## config.mk

```make
export PLATFORM = sky130hd
export DESIGN_NAME = mts_fifo
export DESIGN_NICKNAME = d
export VERILOG_FILES = /design/src/hdl/mts_fifo.sv
export SDC_FILE = /design/constraint.sdc
export NUM_CORES = 1
export LEC_CHECK = 0
export BUFFER_PORTS_ARGS = -buffer_cell sky130_fd_sc_hd__buf_2
export CORE_UTILIZATION = 40
export CTS_BUF_LIST = sky130_fd_sc_hd__clkbuf_4 sky130_fd_sc_hd__clkbuf_8
export CTS_CLUSTER_DIAMETER = 40
export DETAILED_ROUTE_END_ITERATION = 10
export GPL_TIMING_DRIVEN = 1
export PLACE_DENSITY = 0.56
export SKIP_LAST_GASP = 1
export SYNTH_ARGS = -nofsm -noshare
export SYNTH_HDL_FRONTEND = slang
export SYNTH_SLANG_ARGS = --single-unit
```

## constraint.sdc

```tcl
create_clock -name clk -period 3.8 [get_ports clk]
set_input_delay 0 -clock clk [delete_from_list [all_inputs] [get_ports clk]]
set_output_delay 0 -clock clk [all_outputs]
set_load 0.005 [all_outputs]
```

## src/hdl/mts_fifo.sv

```systemverilog
// ----------------------------------------------------------------------------
// Mipmap texture sampler queue
// Small first-in first-out queue between the front and back parts.
// ----------------------------------------------------------------------------
module mts_fifo #(
  parameter int unsigned W     = 8,
  parameter int unsigned DEPTH = 4
) (
  input  logic         clk,
  input  logic         rst_n,
  input  logic         push,
  input  logic [W-1:0] wdata,
  output logic         full,
  input  logic         pop,
  output logic [W-1:0] rdata,
  output logic         empty
);
  localparam int unsigned PTRW = (DEPTH > 1) ? $clog2(DEPTH) : 1;

  logic [W-1:0]    mem_r [DEPTH];
  logic [PTRW-1:0] wptr_r, rptr_r;
  logic [PTRW:0]   cnt_r;

  assign full  = (cnt_r == (PTRW+1)'(DEPTH));
  assign empty = (cnt_r == '0);
  assign rdata = mem_r[rptr_r];

  always_ff @(posedge clk) begin
    if (push) mem_r[wptr_r] <= wdata;
  end

  always_ff @(posedge clk) begin
    if (!rst_n) begin
      wptr_r <= '0;
      rptr_r <= '0;
      cnt_r  <= '0;
    end else begin
      if (push) wptr_r <= (wptr_r == PTRW'(DEPTH - 1)) ? '0 : wptr_r + 1'b1;
      if (pop)  rptr_r <= (rptr_r == PTRW'(DEPTH - 1)) ? '0 : rptr_r + 1'b1;
      if (push && !pop) cnt_r <= cnt_r + 1'b1;
      else if (pop && !push) cnt_r <= cnt_r - 1'b1;
    end
  end
endmodule

```

==> results of run 1 <==
[placed cells by master (no fill, tap or decap), types with 2 or more instances in the layout]
cell           synthesis  routed
and2_1                 5       5
buf_2                  0      21
clkbuf_8               0       5
clkinv_2               0       2
dfxtp_1                9       9
dlygate4sd3_1          0       8
edfxtp_1              32      32
ha_1                   6       6
inv_1                  4       4
mux2i_1                4       4
mux4_2                 8       8
nor2b_1                5       5
nor3_1                 2       2
[registers in the layout, summed over array words and instances (netlist names), named ones only]
name,cells
cnt_r,3
rptr_r,2
wptr_r,2
mem_r,32
[worst register-to-register path: cells and delay by family (launching register included)]
kind,cells,cell delay (ns)
adder cells (fa/ha/maj),1,0.44
flip-flops,1,0.36
AND/OR/NAND/NOR,1,0.31
XOR/XNOR,1,0.16
AO/OA/AOI/OAI,1,0.14
[layer usage]
layer | vias up | routed length [um] | share of wire (%) | GRT usage [%]
met1 | 395 | 1060 | 45 | 14.6
met3 | 2 | 98 | 4.2 | 4.69
li1 | 392 | - | - | -
met4 | 0 | 19 | 0.81 | 4.08
met2 | 19 | 1160 | 50 | 20.7
met5 | - | 0 | 0 | 0
[worst max-delay path by stage]
stage / from / slack, ns / to / cells after the start
2_1_floorplan: cnt_r[0] / 2.41 / cnt_r[2] / 4
3_3_place_gp: pop / 2.36 / cnt_r[2] / 8
3_5_place_dp: pop / 2.34 / cnt_r[2] / 8
4_1_cts: flop / 2.06 / rdata[6] / 2
5_1_grt: flop / 2.00 / rdata[6] / 2
6_report: flop / 2.12 / rdata[6] / 2
[what timing repair did]
| item | in CTS | in global routing |
|---|---|---|
| hold endpoints to repair | 32 | 0 |
| resized for setup | 0 | 0 |
| hold buffers | 8 | 0 |
[cells by family after synthesis]
group,after synthesis,share of synthesized area [%]
AOI/OAI and AO/OA,3,1.24
xor gates and xnor gates,2,1.08
adders and majority gates,7,5.89
buffers and inverters,6,1.94
DFF,41,70.6
muxes,12,13.6
and+or+nand+nor,15,5.58
[stage by stage]
step | worst slack, ns | cell area, um^2 | utilization [%] | hold slack [ns]
final | 2.12 | 1930 | 51.2 | 0.0233
after global routing | 2.00 | 1930 | 51.2 | 0.0233
after CTS | 2.06 | 1930 | 51.2 | 0.0213
after detailed placement | 2.34 | 1760 | 46.8 | 0.221
after global placement | 2.36 | 1760 | 46.8 | 0.210
after floorplan | 2.41 | 1620 | - | 0.0989
[area by class of cell]
class	count	area [um^2]	area share, %
clock inverters	2	10.0	0.518
inverters	4	15.0	0.778
multi-input cells	39	443	22.9
clock buffers	6	76.3	3.95
well taps	48	60.1	3.11
repair buffers	29	185	9.59
flip-flops and latches	41	1140	59.1
[report_power, final]
group          leakage, uW  total, uW  switching [uW]  internal, uW
Combinational     0.000297       99.1            42.1          56.9
Clock            0.0000484        266             132           134
Sequential        0.000368        529            19.1           510
Total             0.000714        894             193           701
==> run_results.csv, run 1 <==
group,metric,value,unit
outcome,outcome,"complete, no violations",
route,finalWirelength,2340,um
floorplanning,die_area,4300,um^2
sta,period_needed,1.68,ns
sta,worst_pin_slew,0.554,ns
route,vias_per_cell,4.78,
clock_tree,clockRootBuffer,"clkbuf_8",
logic_synthesis,ys_ff_latch,41,
logic_synthesis,yosysMostFrequentCell,"edfxtp_1",
run,cap_violations,0,
sta,maxSlewViolCount,0,
floorplanning,fp.coreArea,3770,um^2
floorplanning,dieWidth,65.5,um
global_route,grt_max_degree,13,
route,route.detailed.drc,0,
worst_setup_path,regToRegStartpoint,"cnt_r[0]",
worst_setup_path,slowest_stage,"dfxtp_1",
global_route,grt_pass1_wl,3750,um
worst_setup_path,crit_fanout,8,
clock_tree,cts_setup_buffers,0,
worst_setup_path,r2r_cells,4,
sta,setup_viol_count_final,0,
placed_design,gp_congestion,0.686,
finish,fillers,328,
logic_synthesis,synth_top_area_share,59.5,%
floorplanning,rows,22,
logic_synthesis,synth.largest_area_cell,"edfxtp_1",
power_and_ir_drop,finalPower,894,uW
min_path,hold_end,"wptr_r[0]",
worst_setup_path,startpoint_type,"flop",
finish,area_growth,19.5,%
worst_setup_path,cp-end-kind,"output pin",
sta,period_share,44.1,%
worst_setup_path,crit_type,"reg -> out",
sta,rsz0062_at_grt,"false",
clock_tree,cts_buffers,5,
logic_synthesis,ys_seq_area_share,70.6,%
worst_setup_path,r2r_end,"cnt_r[2]",
clock_tree,cts.clk_slew.worst_paths,0.07,ns
logic_synthesis,ys_top_cells_by_count,"32 x edfxtp_1, 9 x dfxtp_1, 8 x mux4_2, 6 x ha_1",
clock_tree,cts.path.max_buffers,2,
route,drtIter0Drc,34,
sta,relSlewSlack,63.0,%
sta,fin_worst_skew,0.00403,ns
logic_synthesis,netlist_area,1620,um^2
route,ant_nets,0,
route,vias,808,
logic_synthesis,synth-edff-count,32,
logic_synthesis,ys.flop_type,"edfxtp_1",
placed_design,portBuffers,21,
power_and_ir_drop,leakage,0.000714,uW
clock_tree,cts_tree,"yes",
clock_tree,cts_htree_levels,2,
sta,setup_tns,0,ns
worst_setup_path,crit_chain,"mux4_2 -> buf_2",
global_route,grt_pass1_vias,807,
placed_design,dp_cells,153,
logic_synthesis,synth_fp_nets,105,
power_and_ir_drop,ir_worst_vdd,0.000240,V
logic_synthesis,synth_cell_types,20,
worst_setup_path,timing.reg2reg.setup_slack,2.34,ns
clock_tree,clk_latency,0.28,ns
power_and_ir_drop,power_per_cell_area,463,nW/um^2
worst_setup_path,arrival,1.68,ns
min_path,min_path_cells,2,
logic_synthesis,synthArstFlopShare,0,%
worst_setup_path,critPathMaxStageDelay,0.67,ns
logic_synthesis,synth_area_leaders,"edfxtp_1 59%, dfxtp_1 11%, mux4_2 11%",
finish,fin_cells,169,
route,wl_per_cell,13.8,um
logic_synthesis,syn_inst,86,
worst_setup_path,cp.required,3.80,ns
min_path,holdCritStartpoint,"rst_n",
worst_setup_path,critPathBufInv,1,
finish,fin_nets,139,
global_route,track_usage,12.4,%
finish,diodes,0,
sta,hold_viol,0,
logic_synthesis,syn_avg_cell_area,18.8,um^2
floorplanning,die_y,65.5,um
worst_setup_path,cp_top_family,"flip-flops",
global_route,grt_remaining_overflow,0,
finish,drive_gt1_share,30.6,%
logic_synthesis,yosysWarnings,0,
min_path,hp-class,"in -> reg",
floorplanning,initial_core_util,42.8,%
clock_tree,clock_sinks,41,
sta,fmax,0.596,GHz
route,drt_pass1_iterations,4,
floorplanning,io_pins,22,
global_route,grt_antenna_before_repair,0,
(Power assumes the default switching activity.)
==> run 2, diff against run 1 <==
ABC_AREA = 1   (was default)
PLACE_DENSITY = 0.58   (was 0.56)
clock period = 1.35 ns   (was 3.8 ns; I/O delays follow)
==> run 2 against run 1 <==
Net effect:
- synthesized area rose by 2.2%
- largest cell class unchanged
- cell count rose by 33%
- worst hold slack improved by 0.011 ns
- utilization rose by 3.5 points
- non-clock buffer count rose by 7
- sequential share of layout area fell by 3.9 points
- global-route usage rose by 3.7 points
- combinational power rose to 3.5 times the previous value
- critical endpoint is now rdata[4]
- sequential power rose to 2.8 times the previous value
- clock skew fell by 0.0026 ns
- count of clock-buffer cells in the layout fell by 1
==> run_results.csv, run 2 <==
group,metric,value,unit
finish,diodes,0,
worst_setup_path,crit_cells,4,
worst_setup_path,crit_type,"reg -> out",
finish,largest_register_ffs,32,
sta,worst_pin_slew,0.186,ns
sta,rsz0062_at_grt,"false",
logic_synthesis,yosysWarnings,0,
min_path,hp-class,"in -> reg",
finish,layout_common_cells,"32 x edfxtp_1, 22 x nor2_1, 21 x buf_2",
clock_tree,clk_latency,0.29,ns
logic_synthesis,ys_ff_latch,41,
logic_synthesis,ys_top_cells_by_count,"32 x edfxtp_1, 22 x nor2_1, 15 x inv_1, 15 x o21ai_0, 9 x dfxtp_1",
global_route,grt_pass1_vias,1096,
route,drtIter0Drc,43,
clock_tree,clockRootBuffer,"clkbuf_8",
clock_tree,cts_htree_levels,2,
sta,fin_worst_skew,0.00144,ns
route,finalWirelength,2990,um
floorplanning,io_pins,22,
logic_synthesis,synthArstFlopShare,0,%
route,route.detailed.drc,0,
sta,relSlewSlack,87.6,%
power_and_ir_drop,leakage,0.000838,uW
placed_design,gp_congestion,0.739,
clock_tree,cts_buffers,5,
route,wl_per_cell,13.3,um
route,vias_per_cell,4.85,
placed_design,dp_hpwl,2020,um
global_route,grt_antenna_before_repair,0,
clock_tree,cts.clk_slew.worst_paths,0.07,ns
worst_setup_path,crit_fanout,10,
sta,period_needed,1.24,ns
floorplanning,fp.coreArea,3800,um^2
finish,final_common_cell,"edfxtp_1",
run,cap_violations,0,
floorplanning,die_y,66.3,um
route,drt_pass1_iterations,4,
finish,reg_top3,"mem_r (32), cnt_r (3)",
finish,drive_gt1_share,24.3,%
sta,setup_viol_count_final,0,
route,vias,1092,
worst_setup_path,arrival,1.24,ns
power_and_ir_drop,power_per_cell_area,1250,nW/um^2
placed_design,portBuffers,21,
worst_setup_path,r2r_cells,7,
logic_synthesis,netlist_area,1650,um^2
logic_synthesis,synth_area_leaders,"edfxtp_1 58%, dfxtp_1 11%, nor2_1 5.0%",
worst_setup_path,critPathBufInv,2,
finish,fin_area,2080,um^2
logic_synthesis,syn_avg_cell_area,12.2,um^2
finish,regMostFlops,"mem_r",
logic_synthesis,syn_inst,135,
sta,maxSlewViolCount,0,
logic_synthesis,synth_fp_nets,154,
power_and_ir_drop,ir_worst_vdd,0.000535,V
worst_setup_path,cp_top_family,"flip-flops",
clock_tree,cts_tree,"yes",
sta,period_share,92.2,%
worst_setup_path,slowest_stage,"dfxtp_4",
min_path,min_path_cells,3,
global_route,track_usage,16.1,%
floorplanning,rows,22,
outcome,outcome,"complete, no violations",
worst_setup_path,cp-end-kind,"output pin",
global_route,grt_remaining_overflow,0,
clock_tree,cts.path.max_buffers,2,
worst_setup_path,crit_chain,"buf_6 -> o21ai_0 -> o22ai_1 -> buf_2",
global_route,grt_pass1_wl,4840,um
sta,fmax,0.803,GHz
logic_synthesis,yosysMostFrequentCell,"edfxtp_1",
finish,fin_nets,195,
floorplanning,dieWidth,66.3,um
logic_synthesis,synth.largest_area_cell,"edfxtp_1",
floorplanning,die_area,4390,um^2
clock_tree,clock_sinks,41,
logic_synthesis,ys.flop_type,"edfxtp_1",
logic_synthesis,synth_top_area_share,58.2,%
worst_setup_path,startpoint_type,"flop",
finish,area_growth,25.8,%
logic_synthesis,synth_cell_types,19,
logic_synthesis,synth-edff-count,32,
global_route,grt_max_degree,17,
worst_setup_path,critPathMaxStageDelay,0.41,ns
floorplanning,initial_core_util,43.5,%
placed_design,placed_area,1890,um^2
route,ant_nets,0,
sta,setup_tns,0,ns
worst_setup_path,cp.required,1.35,ns
logic_synthesis,ys_seq_area_share,69.1,%
sta,hold_viol,0,
run 2: cell types whose count changed in the layout (fill, tap and decap cells not counted), sizes merged, moves of 5 or more:
cell   before  now
nor2        1   24
o21ai       1   19
inv         4   16
mux4        8    0
nand2       0    8
o22ai       0    8
buf        21   27
and2        5    0
nor2b       5    0
run 2: cell families after synthesis:
kind of cell	after synthesis	share of synthesized area (%)
flops	41	69.1
simple gates	38	9.47
compound gates	30	10.2
buf+inv	18	5.00
fa+ha+maj	7	5.76
xor+xnor	1	0.530
run 2: routing by layer:
layer	GRT usage [%]	vias to the layer above	part of all wire, %
li1	-	555	-
met1	17.5	508	44
met2	26.3	23	49
met3	5.34	6	4.4
met4	11.2	0	2.3
met5	0	-	0
run 2: tightest hold or removal path, delay by kind of cell:
family | cells | cell delay (ns)
compound gates | 1 | 0.07
buf+inv | 1 | 0.08
simple gates | 1 | 0.12
run 2: path summary, 6_finish.rpt:
path,to,slack [ns],from
min reg2reg,flop,0.54,rptr_r[1]
max,rdata[4],0.11,flop
max reg2reg,cnt_r[2],0.11,cnt_r[0]
min,flop,0.03,pop
run 2: final cells by class:
type	instances	area, um^2
Fill cell	328	1720
Sequential cell	41	1150
Multi-Input combinational cell	76	428
Timing Repair Buffer	36	294
Clock buffer	5	68.8
Inverter	16	62.6
Tap cell	48	60.1
Clock inverter	3	17.5
run 2: power by group:
group          internal, uW  total [uW]  switching (uW)
sequential             1430        1470            44.1
combinational           166         349             184
clock                   356         764             407
run 2: metrics by stage:
stage / total power (uW) / hold slack [ns] / utilization, % / setup slack (ns) / cells
after floorplan: 1680 / 0.0989 / - / 0.202 / 135
final: 2590 / 0.0348 / 54.7 / 0.105 / 225
after global placement: 1820 / 0.215 / 49.7 / 0.140 / 208
after global routing: 2710 / 0.0411 / 54.7 / 0.0269 / 225
after detailed placement: 1830 / 0.218 / 49.7 / 0.0648 / 208
after CTS: 2630 / 0.0251 / 54.4 / -0.00998 / 225
run 2: repair_timing:
action	CTS	global route
setup buffers	0	0
setup endpoints to repair	8	8
hold buffers	9	0
endpoints found under the hold margin	37	0
resized for setup	2	5
pin swaps	0	0
==> run 3, diff against run 2 <==
--- a/config.mk
+++ b/config.mk
@@ -15,5 +15,7 @@
 export PLACE_DENSITY = 0.58
 export SKIP_LAST_GASP = 1
+export SLEW_MARGIN = 20
 export SYNTH_ARGS = -nofsm -noshare
 export SYNTH_HDL_FRONTEND = slang
 export SYNTH_SLANG_ARGS = --single-unit
+export TNS_END_PERCENT = 100
==> constraint.sdc (replaced) <==
create_clock -name clk -period 1.35 [get_ports clk]
set_input_delay 0.135 -clock clk [delete_from_list [all_inputs] [get_ports clk]]
set_output_delay 0.135 -clock clk [all_outputs]
set_load 0.005 [all_outputs]
==> run 3 against run 2 <==
Net effect:
- cell count unchanged
- critical path depth unchanged
- flip-flop and latch count unchanged
- sequential share of layout area decreased by 0.38 points
- worst setup slack got worse by 0.092 ns
- routed wire length increased by 6.7%
- via count increased by 1.0%
- non-clock buffer count unchanged
- worst hold slack improved by 0.020 ns
- utilization increased by 0.56 points
- register-to-register slack improved by 0.03 ns
- highest routed layer unchanged
==> run_results.csv, run 3 (synthesis results as in run 2) <==
group,metric,value,unit
outcome,outcome,"complete, no violations",
finish,reg_top3,"mem_r (32), cnt_r (3)",
worst_setup_path,startpoint_type,"flop",
finish,drive_gt1_share,35.0,%
sta,relSlewSlack,88.9,%
worst_setup_path,critPathMaxStageDelay,0.41,ns
route,finalWirelength,3190,um
sta,hold_viol,0,
sta,worst_pin_slew,0.165,ns
sta,setup_viol_count_final,0,
global_route,track_usage,17.5,%
placed_design,placed_area,1890,um^2
global_route,grt_remaining_overflow,0,
clock_tree,hold_buffers,0,
clock_tree,clk_latency,0.29,ns
clock_tree,cts_tree,"yes",
floorplanning,initial_core_util,43.5,%
finish,area_growth,27.0,%
sta,maxSlewViolCount,0,
finish,multi_input_area,465,um^2
sta,setup_slack,0.0135,ns
min_path,min_path_cells,1,
worst_setup_path,arrival,1.20,ns
floorplanning,fp.coreArea,3800,um^2
sta,rsz0062_at_grt,"true",
sta,fin_worst_skew,0.00377,ns
placed_design,preCtsSetupSlack,0.00304,ns
finish,fin_nets,195,
run,cap_violations,0,
power_and_ir_drop,ir_worst_vdd,0.000601,V
placed_design,dp_hpwl,2360,um
global_route,grt_pass1_vias,1147,
finish,final_common_cell,"edfxtp_1",
global_route,grt_pass1_wl,5360,um
sta,period_needed,1.34,ns
finish,largest_register_ffs,32,
clock_tree,cts_htree_levels,2,
route,wl_per_cell,14.2,um
route,drt_pass1_iterations,4,
finish,ff_latch_area,1150,um^2
clock_tree,clock_sinks,41,
route,route.detailed.drc,0,
floorplanning,dieWidth,66.3,um
floorplanning,die_y,66.3,um
finish,fillers,337,
floorplanning,rows,22,
placed_design,gp_congestion,0.833,
clock_tree,clockRootBuffer,"clkbuf_8",
worst_setup_path,r2r_cells,7,
worst_setup_path,cp.required,1.22,ns
finish,diodes,0,
placed_design,dp_cells,215,
route,drtIter0Drc,50,
floorplanning,die_area,4390,um^2
clock_tree,cts.path.max_buffers,2,
route,vias,1103,
placed_design,portBuffers,21,
worst_setup_path,slowest_stage,"dfxtp_4",
power_and_ir_drop,power_per_cell_area,1370,nW/um^2
route,vias_per_cell,4.90,
worst_setup_path,crit_fanout,6,
sta,timing.hold.ws,0.0543,ns
worst_setup_path,cp-end-kind,"output pin",
route,ant_nets,0,
finish,fin_util,55.2,%
clock_tree,cts_buffers,5,
finish,layout_common_cells,"32 x edfxtp_1, 21 x nor2_1, 21 x buf_2",
finish,regMostFlops,"mem_r",
worst_setup_path,crit_chain,"buf_6 -> o21ai_2 -> o22ai_1 -> buf_2",
min_path,hp-class,"in -> reg",
global_route,grt_antenna_before_repair,0,
finish,fin_cells,225,
finish,fin_area,2100,um^2
power_and_ir_drop,leakage,0.000869,uW
floorplanning,io_pins,22,
worst_setup_path,crit_type,"reg -> out",
sta,fmax,0.748,GHz
sta,period_share,99.0,%
clock_tree,cts.clk_slew.worst_paths,0.07,ns
global_route,grt_max_degree,17,
[run 3: final cells by class]
cell class | count | share of cell area (%)
Sequential cell | 41 | 54.8
Multi-Input combinational cell | 76 | 22.2
Timing Repair Buffer | 36 | 11.1
Clock buffer | 7 | 4.29
Inverter | 16 | 3.34
Tap cell | 48 | 2.86
Clock inverter | 1 | 1.43
[run 3: where the power goes]
part,switching [uW],total [uW],internal (uW)
sequential,49.1,1480,1430
combinational,195,363,168
clock,406,1030,623
total,650,2870,2220
[run 3: path summary, 6_finish.rpt]
path | startpoint | to | slack [ns]
worst max-delay path | flop | rdata[4] | 0.01
worst min-delay path | wdata[7] | mem_r[3][7] | 0.05
worst max register to register | cnt_r[0] | cnt_r[2] | 0.14
worst min register to register | rptr_r[1] | flop | 0.53
[run 3: metal layers]
metal,vias up,GRT usage (%),part of all wire (%)
met3,7,5.69,3.4
met4,0,7.18,1.9
met1,528,21.0,46
met5,-,0,0
li1,551,-,-
met2,17,28.8,49
[run 3: critical path, delay by kind of cell (launching register included)]
kind / cells / cell delay, ns
AOI/OAI and AO/OA: 2 / 0.22
buffers and inverters: 2 / 0.28
DFF: 1 / 0.41
[run 3: per-stage QoR]
stage / setup TNS [ns] / total power, uW
final: 0 / 2870
after global routing: -0.269 / 3000
after CTS: -0.0231 / 2870
after detailed placement: 0 / 1840
after global placement: 0 / 1820
after floorplan: 0 / 1680
[run 3: repair_timing]
action,4_1_cts,5_1_grt
endpoints found under the setup margin,8,9
resized for setup,12,19
setup buffers,1,1
pin swaps,1,14
